### src/pdm_cic_pkg.sv
// ----------------------------------------------------------------------------
// PDM to PCM CIC decimator package
// Shared constants, register map and small helper functions.
// ----------------------------------------------------------------------------
package pdm_cic_pkg;

    // Default widths for the top-level parameters
    localparam int ACC_WIDTH_DEF = 32;
    localparam int WORD_BITS_DEF = 32;

    // Fixed field widths
    localparam int PCM_W   = 22;
    localparam int RATIO_W = 8;
    localparam int BYTE_W  = 8;
    localparam int DELTA_W = 5;

    // Configuration port
    localparam int APB_ADDR_W = 3;
    localparam int APB_DATA_W = 32;

    // Register indexes (byte address / 4)
    localparam logic [0:0] REG_DECIM_RATIO = 1'b0;

    // Reset value of the decimation ratio
    localparam logic [RATIO_W-1:0] RATIO_RESET = 8'd8;

    // Ratio of zero behaves as a ratio of one
    function automatic logic [RATIO_W-1:0] ratio_sat(input logic [RATIO_W-1:0] ratio);
        logic [RATIO_W-1:0] r;
        r = ratio;
        if (ratio == '0) begin
            r = RATIO_W'(1);
        end
        return r;
    endfunction

    // Byte with n ones maps to 2*n - 8, range -8..8
    function automatic logic signed [DELTA_W-1:0] byte_delta(input logic [BYTE_W-1:0] b);
        logic [3:0] ones;
        ones = '0;
        for (int i = 0; i < BYTE_W; i++) begin
            ones = ones + 4'(b[i]);
        end
        return DELTA_W'(signed'({1'b0, ones, 1'b0})) - DELTA_W'(8);
    endfunction

endpackage

### src/pdm_to_pcm_cic_decimator.sv
// ----------------------------------------------------------------------------
// pdm_to_pcm_cic_decimator
// Second-order CIC decimator with byte pre-summing. Each PDM word is split
// into bytes; all byte integrator steps are resolved combinationally and the
// integrator snapshots at sample points are queued. The two comb stages run
// at the output, one sample per transaction.
// ----------------------------------------------------------------------------
// Samples of an accepted word are registered in the sample buffer first.
// Throughput: one word per cycle while each word yields at most one sample
//   (decim_ratio >= bytes per word) and the buffer is not full; a word
//   yielding more samples stays in the two-entry buffer until all are taken.
// Reset (aresetn low, synchronous): integrators, combs and buffer cleared,
//   decim_ratio = 8 and the byte countdown reloaded to 8.
// ----------------------------------------------------------------------------
module pdm_to_pcm_cic_decimator #(
    parameter int ACC_WIDTH = pdm_cic_pkg::ACC_WIDTH_DEF,
    parameter int WORD_BITS = pdm_cic_pkg::WORD_BITS_DEF
) (
    input  logic                                   aclk,
    input  logic                                   aresetn,
    // PDM input channel
    input  logic                                   s_valid,
    output logic                                   s_ready,
    input  logic [WORD_BITS-1:0]                   s_pdm_word,
    // PCM result channel
    output logic                                   m_valid,
    input  logic                                   m_ready,
    output logic signed [pdm_cic_pkg::PCM_W-1:0]   m_pcm_sample,
    output logic                                   m_last_of_word,
    // Configuration port
    input  logic                                   psel,
    input  logic                                   penable,
    input  logic                                   pwrite,
    input  logic [pdm_cic_pkg::APB_ADDR_W-1:0]     paddr,
    input  logic [pdm_cic_pkg::APB_DATA_W-1:0]     pwdata,
    output logic [pdm_cic_pkg::APB_DATA_W-1:0]     prdata,
    output logic                                   pready
);
    import pdm_cic_pkg::*;

    localparam int NB    = WORD_BITS / BYTE_W;
    localparam int IDX_W = (NB > 1) ? $clog2(NB) : 1;
    localparam int CNT_W = $clog2(NB + 1);
    localparam int P_W   = $clog2(8 * NB + 1) + 1;
    localparam int Q_W   = $clog2(4 * NB * (NB + 1) + 1) + 1;

    // Control and state registers
    logic [RATIO_W-1:0]    ratio_reg;
    logic [RATIO_W-1:0]    countdown_reg, countdown_next;
    logic [ACC_WIDTH-1:0]  integ_one_reg, integ_one_next;
    logic [ACC_WIDTH-1:0]  integ_two_reg, integ_two_next;
    logic [PCM_W-1:0]      comb_one_d0_reg, comb_one_d1_reg;
    logic [PCM_W-1:0]      comb_two_d0_reg, comb_two_d1_reg;

    // Sample buffer: two word bursts
    logic [PCM_W-1:0]      buf_sample_reg [2][NB];
    logic [CNT_W-1:0]      buf_len_reg [2];
    logic                  wr_ptr_reg, rd_ptr_reg;
    logic [1:0]            buf_cnt_reg, buf_cnt_next;
    logic [IDX_W-1:0]      rd_idx_reg;

    // Per-byte pre-sums
    logic signed [P_W-1:0] p_sum [NB];
    logic signed [Q_W-1:0] q_sum [NB];
    logic [ACC_WIDTH-1:0]  integ_two_at [NB];

    // Burst built from the current word
    logic [PCM_W-1:0]      burst_sample [NB];
    logic [CNT_W-1:0]      burst_len;

    logic                  cfg_write;
    logic                  in_accept, out_accept;
    logic                  push, pop;
    logic [PCM_W-1:0]      head_x, comb_one_out, comb_two_out;

    assign pready     = 1'b1;
    assign cfg_write  = psel && penable && pwrite && pready;
    assign in_accept  = s_valid && s_ready;
    assign out_accept = m_valid && m_ready;

    // Register readback
    always_comb begin
        prdata = '0;
        if (paddr[APB_ADDR_W-1:2] == REG_DECIM_RATIO) begin
            prdata[RATIO_W-1:0] = ratio_reg;
        end
    end

    // Running sums of byte deltas and of first-integrator offsets
    always_comb begin
        logic signed [P_W-1:0] p_run;
        logic signed [Q_W-1:0] q_run;
        p_run = '0;
        q_run = '0;
        for (int k = 0; k < NB; k++) begin
            p_run    = p_run + P_W'(byte_delta(s_pdm_word[BYTE_W*k +: BYTE_W]));
            q_run    = q_run + Q_W'(p_run);
            p_sum[k] = p_run;
            q_sum[k] = q_run;
        end
    end

    // Second integrator after byte k: I2 + (k+1)*I1 + Q_k
    for (genvar k = 0; k < NB; k++) begin : g_integ
        assign integ_two_at[k] = integ_two_reg
                               + ACC_WIDTH'(k + 1) * integ_one_reg
                               + ACC_WIDTH'(q_sum[k]);
    end

    assign integ_one_next = integ_one_reg + ACC_WIDTH'(p_sum[NB-1]);
    assign integ_two_next = integ_two_at[NB-1];

    // Sample points within the word and burst packing
    always_comb begin
        logic [RATIO_W-1:0] cd;
        logic [CNT_W-1:0]   n;
        cd = countdown_reg;
        n  = '0;
        for (int k = 0; k < NB; k++) begin
            burst_sample[k] = '0;
        end
        for (int k = 0; k < NB; k++) begin
            if (cd <= RATIO_W'(1)) begin
                cd = ratio_sat(ratio_reg);
                burst_sample[n[IDX_W-1:0]] = integ_two_at[k][PCM_W-1:0];
                n = n + CNT_W'(1);
            end else begin
                cd = cd - RATIO_W'(1);
            end
        end
        countdown_next = cd;
        burst_len      = n;
    end

    // Buffer handshake
    assign s_ready = (buf_cnt_reg != 2'd2);
    assign m_valid = (buf_cnt_reg != 2'd0);
    assign push    = in_accept && (burst_len != '0);
    assign m_last_of_word = (CNT_W'(rd_idx_reg) + CNT_W'(1) == buf_len_reg[rd_ptr_reg]);
    assign pop     = out_accept && m_last_of_word;

    always_comb begin
        buf_cnt_next = buf_cnt_reg;
        if (push && !pop) begin
            buf_cnt_next = buf_cnt_reg + 2'd1;
        end else if (pop && !push) begin
            buf_cnt_next = buf_cnt_reg - 2'd1;
        end
    end

    // Comb stages on the head sample, low PCM bits suffice for the output
    assign head_x       = buf_sample_reg[rd_ptr_reg][rd_idx_reg];
    assign comb_one_out = head_x - comb_one_d1_reg;
    assign comb_two_out = comb_one_out - comb_two_d1_reg;
    assign m_pcm_sample = signed'(comb_two_out);

    // State and control
    always_ff @(posedge aclk) begin
        if (!aresetn) begin
            ratio_reg       <= RATIO_RESET;
            countdown_reg   <= ratio_sat(RATIO_RESET);
            integ_one_reg   <= '0;
            integ_two_reg   <= '0;
            comb_one_d0_reg <= '0;
            comb_one_d1_reg <= '0;
            comb_two_d0_reg <= '0;
            comb_two_d1_reg <= '0;
            wr_ptr_reg      <= 1'b0;
            rd_ptr_reg      <= 1'b0;
            rd_idx_reg      <= '0;
            buf_cnt_reg     <= '0;
        end else begin
            if (cfg_write && paddr[APB_ADDR_W-1:2] == REG_DECIM_RATIO) begin
                ratio_reg     <= pwdata[RATIO_W-1:0];
                countdown_reg <= ratio_sat(pwdata[RATIO_W-1:0]);
            end else if (in_accept) begin
                countdown_reg <= countdown_next;
            end
            if (in_accept) begin
                integ_one_reg <= integ_one_next;
                integ_two_reg <= integ_two_next;
            end
            if (push) begin
                wr_ptr_reg <= ~wr_ptr_reg;
            end
            if (out_accept) begin
                comb_one_d0_reg <= head_x;
                comb_one_d1_reg <= comb_one_d0_reg;
                comb_two_d0_reg <= comb_one_out;
                comb_two_d1_reg <= comb_two_d0_reg;
                if (m_last_of_word) begin
                    rd_idx_reg <= '0;
                    rd_ptr_reg <= ~rd_ptr_reg;
                end else begin
                    rd_idx_reg <= rd_idx_reg + IDX_W'(1);
                end
            end
            buf_cnt_reg <= buf_cnt_next;
        end
    end

    // Buffer payload
    always_ff @(posedge aclk) begin
        if (push) begin
            buf_sample_reg[wr_ptr_reg] <= burst_sample;
            buf_len_reg[wr_ptr_reg]    <= burst_len;
        end
    end

    // Assertions
    a_buf_cnt_range: assert property (@(posedge aclk) disable iff (!aresetn)
        buf_cnt_reg != 2'd3)
        else $error("sample buffer count out of range");

    a_head_len: assert property (@(posedge aclk) disable iff (!aresetn)
        m_valid |-> (buf_len_reg[rd_ptr_reg] != '0) &&
                    (CNT_W'(rd_idx_reg) < buf_len_reg[rd_ptr_reg]))
        else $error("read index beyond burst length");

    a_countdown_nonzero: assert property (@(posedge aclk) disable iff (!aresetn)
        countdown_reg != '0)
        else $error("byte countdown reached zero");

    a_last_rewinds: assert property (@(posedge aclk) disable iff (!aresetn)
        (out_accept && m_last_of_word) |=> (rd_idx_reg == '0))
        else $error("read index not rewound after last sample of word");

endmodule
### config.mk
export PLATFORM = sky130hd
export DESIGN_NAME = pdm_to_pcm_cic_decimator
export DESIGN_NICKNAME = d
export VERILOG_FILES = /design/src/pdm_cic_pkg.sv /design/src/pdm_to_pcm_cic_decimator.sv
export SDC_FILE = /design/constraint.sdc
export NUM_CORES = 1
export LEC_CHECK = 0
export ABC_AREA = 0
export BUFFER_PORTS_ARGS = -buffer_cell sky130_fd_sc_hd__buf_4
export CAP_MARGIN = 20
export CORE_MARGIN = 2
export CORE_UTILIZATION = 63
export CTS_CLUSTER_DIAMETER = 80
export DETAILED_ROUTE_END_ITERATION = 8
export GPL_TIMING_DRIVEN = 0
export PLACE_DENSITY = 0.86
export SYNTH_ARGS = -nofsm -noshare
export SYNTH_HDL_FRONTEND = slang
export SYNTH_SLANG_ARGS = --single-unit
### constraint.sdc
create_clock -name aclk -period 21.5 [get_ports aclk]
set_clock_uncertainty 0.15 [all_clocks]
set_input_delay 6.45 -clock aclk [delete_from_list [all_inputs] [get_ports aclk]]
set_output_delay 6.45 -clock aclk [all_outputs]
set_load 0.01 [all_outputs]
==> impl_metrics.ini <==
[min_path]
holdPathStages = 2
min_path_type = reg -> reg

[synth]
ys.flop_type = edfxtp_1
synth_top_area_cell = edfxtp_1
yosysSeqAreaShare_pct = 31.89
syn_inst = 2856
synthTopCellsByArea = edfxtp_1, dfxtp_1, ha_1, fa_1, inv_1
synth_area_per_cell_um2 = 9.365
netlist.area_leader.share_pct = 20.43
ys_seq_elements = 335
synth_warnings = 0
synthArstFlopShare_pct = 0
synth_edf_count = 182
synthesis.area_mm2 = 0.02675
yosysMostFrequentCell = inv_1
synthTopCellsByCount = inv_1, nand2_1, a21oi_1
synth.distinct_cells = 102

[cts]
cts_resized = 0
postCtsSetupBuffers = 0
cts_tree = built
clockBufferDepth = 3
cts_num_sinks = 335
clock_latency_ps = 570
cts.clk_slew.worst_paths_ps = 60
cts_buffers = 37
cts_htree_levels = 2
root_buffer = clkbuf_16
ctsHoldBuffers = 0

[detailed_routing]
wl_mm = 77.26
final_antenna_net_count = 0
post_drt_via_cell_ratio = 6.331
first_iter_violations = 2584
via_count = 22650
wl_per_cell_um = 21.59
drcViolationCount = 0
firstDrtPassIters = 6

[worst_setup_path]
crit_fanout = 20
critPathMaxStageDelay_ps = 720
worst_setup_path_end_kind = flip-flop
critPathKind = in -> reg
crit_top_cell = ha_1
worstPathArrival_ps = 16760
cp_slowest_cell = xor3_1
start_kind = primary input
reg2regPathDepth = 35
cp_data_required_time_ps = 21700

[global_routing]
grt_pass1_vias = 22730
grt_first_pass_wirelength_mm = 120.7
antenna_found_initial = 2
gr-total-overflow = 0
grt_start_max_net_pins = 53
grt_usage_pct = 35.38

[placed_design]
gp_congestion = 1.010
dp_cells = 3512
hpwlAfterDp_mm = 60.07
dp_slack_ps = 4584
io_buffers = 78

[cells_and_area]
final_cells = 3578
final.fill_count = 3015
nets = 3413
layout-drive-gt1-share_pct = 10.92
n_antenna_cell = 0
synthToLayoutAreaGrowth_pct = 10.50
largest_register_ffs = 176

[sta]
drv_slew = 0
hold_viol_final = 0
fin_crit_sh_pct = 77.05
max_freq_ghz = 0.06037
tightest_slew_ps = 1204
relSlewSlack_pct = 19.74
final.setup.worst_slack_ps = 4935
grt_setup_unrepaired = false
timing.final.crit_period_ps = 16570
setup_violations = 0

[run]
drv_cap = 0

[floorplan]
die-area_mm2 = 0.04412
initial_core_util_pct = 63.76
io_pins = 132
fp.dieH_um = 210.0
die_x_um = 210.0
core_area_mm2 = 0.04195
placementRows = 75

[run_status]
status = completed
-- per-layer routing --
metal	track usage, %	wire length (um)
met5	0	13
met4	19.64	4533
met2	58.75	36240
met1	43.01	28420
met3	7.837	8048
-- stage by stage --
step / TNS (ps) / hold WS (ps) / utilization (%) / instance area [um2]
final: 0 / 303.7 / 70.46 / 29550
after floorplan: 0 / 278.7 / - / 26860
after global routing: 0 / 310.4 / 70.46 / 29550
after detailed placement: 0 / 294.5 / 67.48 / 28310
after global placement: -53870 / 286.1 / 67.04 / 28120
after CTS: 0 / 302.6 / 70.42 / 29540
-- cells in the final DEF, fill, tap and decap left out, types with 13 or more instances in the layout --
cell	count
a31oi_1	40
nor3_1	64
xnor2_1	123
ha_1	202
a21o_1	51
dfxtp_1	153
edfxtp_1	182
conb_1	33
nor4_1	13
o21ai_0	98
buf_4	108
inv_1	341
a21oi_1	217
nor2b_1	27
mux4_2	44
xor2_1	56
nor2_1	185
a211oi_1	23
o21bai_1	15
buf_2	22
mux2i_1	22
nand2b_1	16
nand2_1	260
clkbuf_1	86
nand3_1	84
o211ai_1	33
clkbuf_16	38
and3_1	18
or3_1	19
or2_2	17
mux2_2	28
fa_1	124
and2_1	15
o21a_1	24
-- logic make-up after synthesis --
kind of cell | synth area share (%)
AO/OA/AOI/OAI | 16.27
flip-flops | 31.89
multiplexers | 5.876
buffers and inverters | 7.611
AND/OR/NAND/NOR | 13.38
other | 0.02808
XOR/XNOR | 6.222
adder cells (fa/ha/maj) | 18.73
-- final cells by class --
class	count	area [um2]	area share, %
multi-input cells	2059	16340	55.29
flip-flops and latches	335	8528	28.86
inverters	344	1291	4.369
clock buffers	46	1002	3.391
plain buffers	149	744.5	2.519
repair buffers	87	742.0	2.510
well taps	539	674.4	2.282
clock inverters	19	230.2	0.7790
-- critical path, delay by kind of cell --
kind                       cells  cell delay [ps]
AOI/OAI and AO/OA             10             1820
adders and majority gates     11             4390
buffers and inverters          6              690
and+or+nand+nor                3              670
xor gates and xnor gates       6             2750
-- final timing paths --
| kind | from | to | slack (ps) |
|---|---|---|---|
| worst max-delay path | s_pdm_word[0] | buf_sample_reg[0][87]$_DFFE_PP_ | 4930 |
| worst min-delay path | comb_two_d0_reg[3]$_SDFFE_PN0P_ | comb_two_d1_reg[3]$_SDFFE_PN0P_ | 300 |
| worst min register to register | comb_two_d0_reg[3]$_SDFFE_PN0P_ | comb_two_d1_reg[3]$_SDFFE_PN0P_ | 300 |
| worst max register to register | countdown_reg[0]$_SDFFE_PN0P_ | buf_sample_reg[0][59]$_DFFE_PP_ | 10810 |
Power is not shown: default switching activity piles up to over one toggle a cycle in this logic, so the estimate is an artifact.
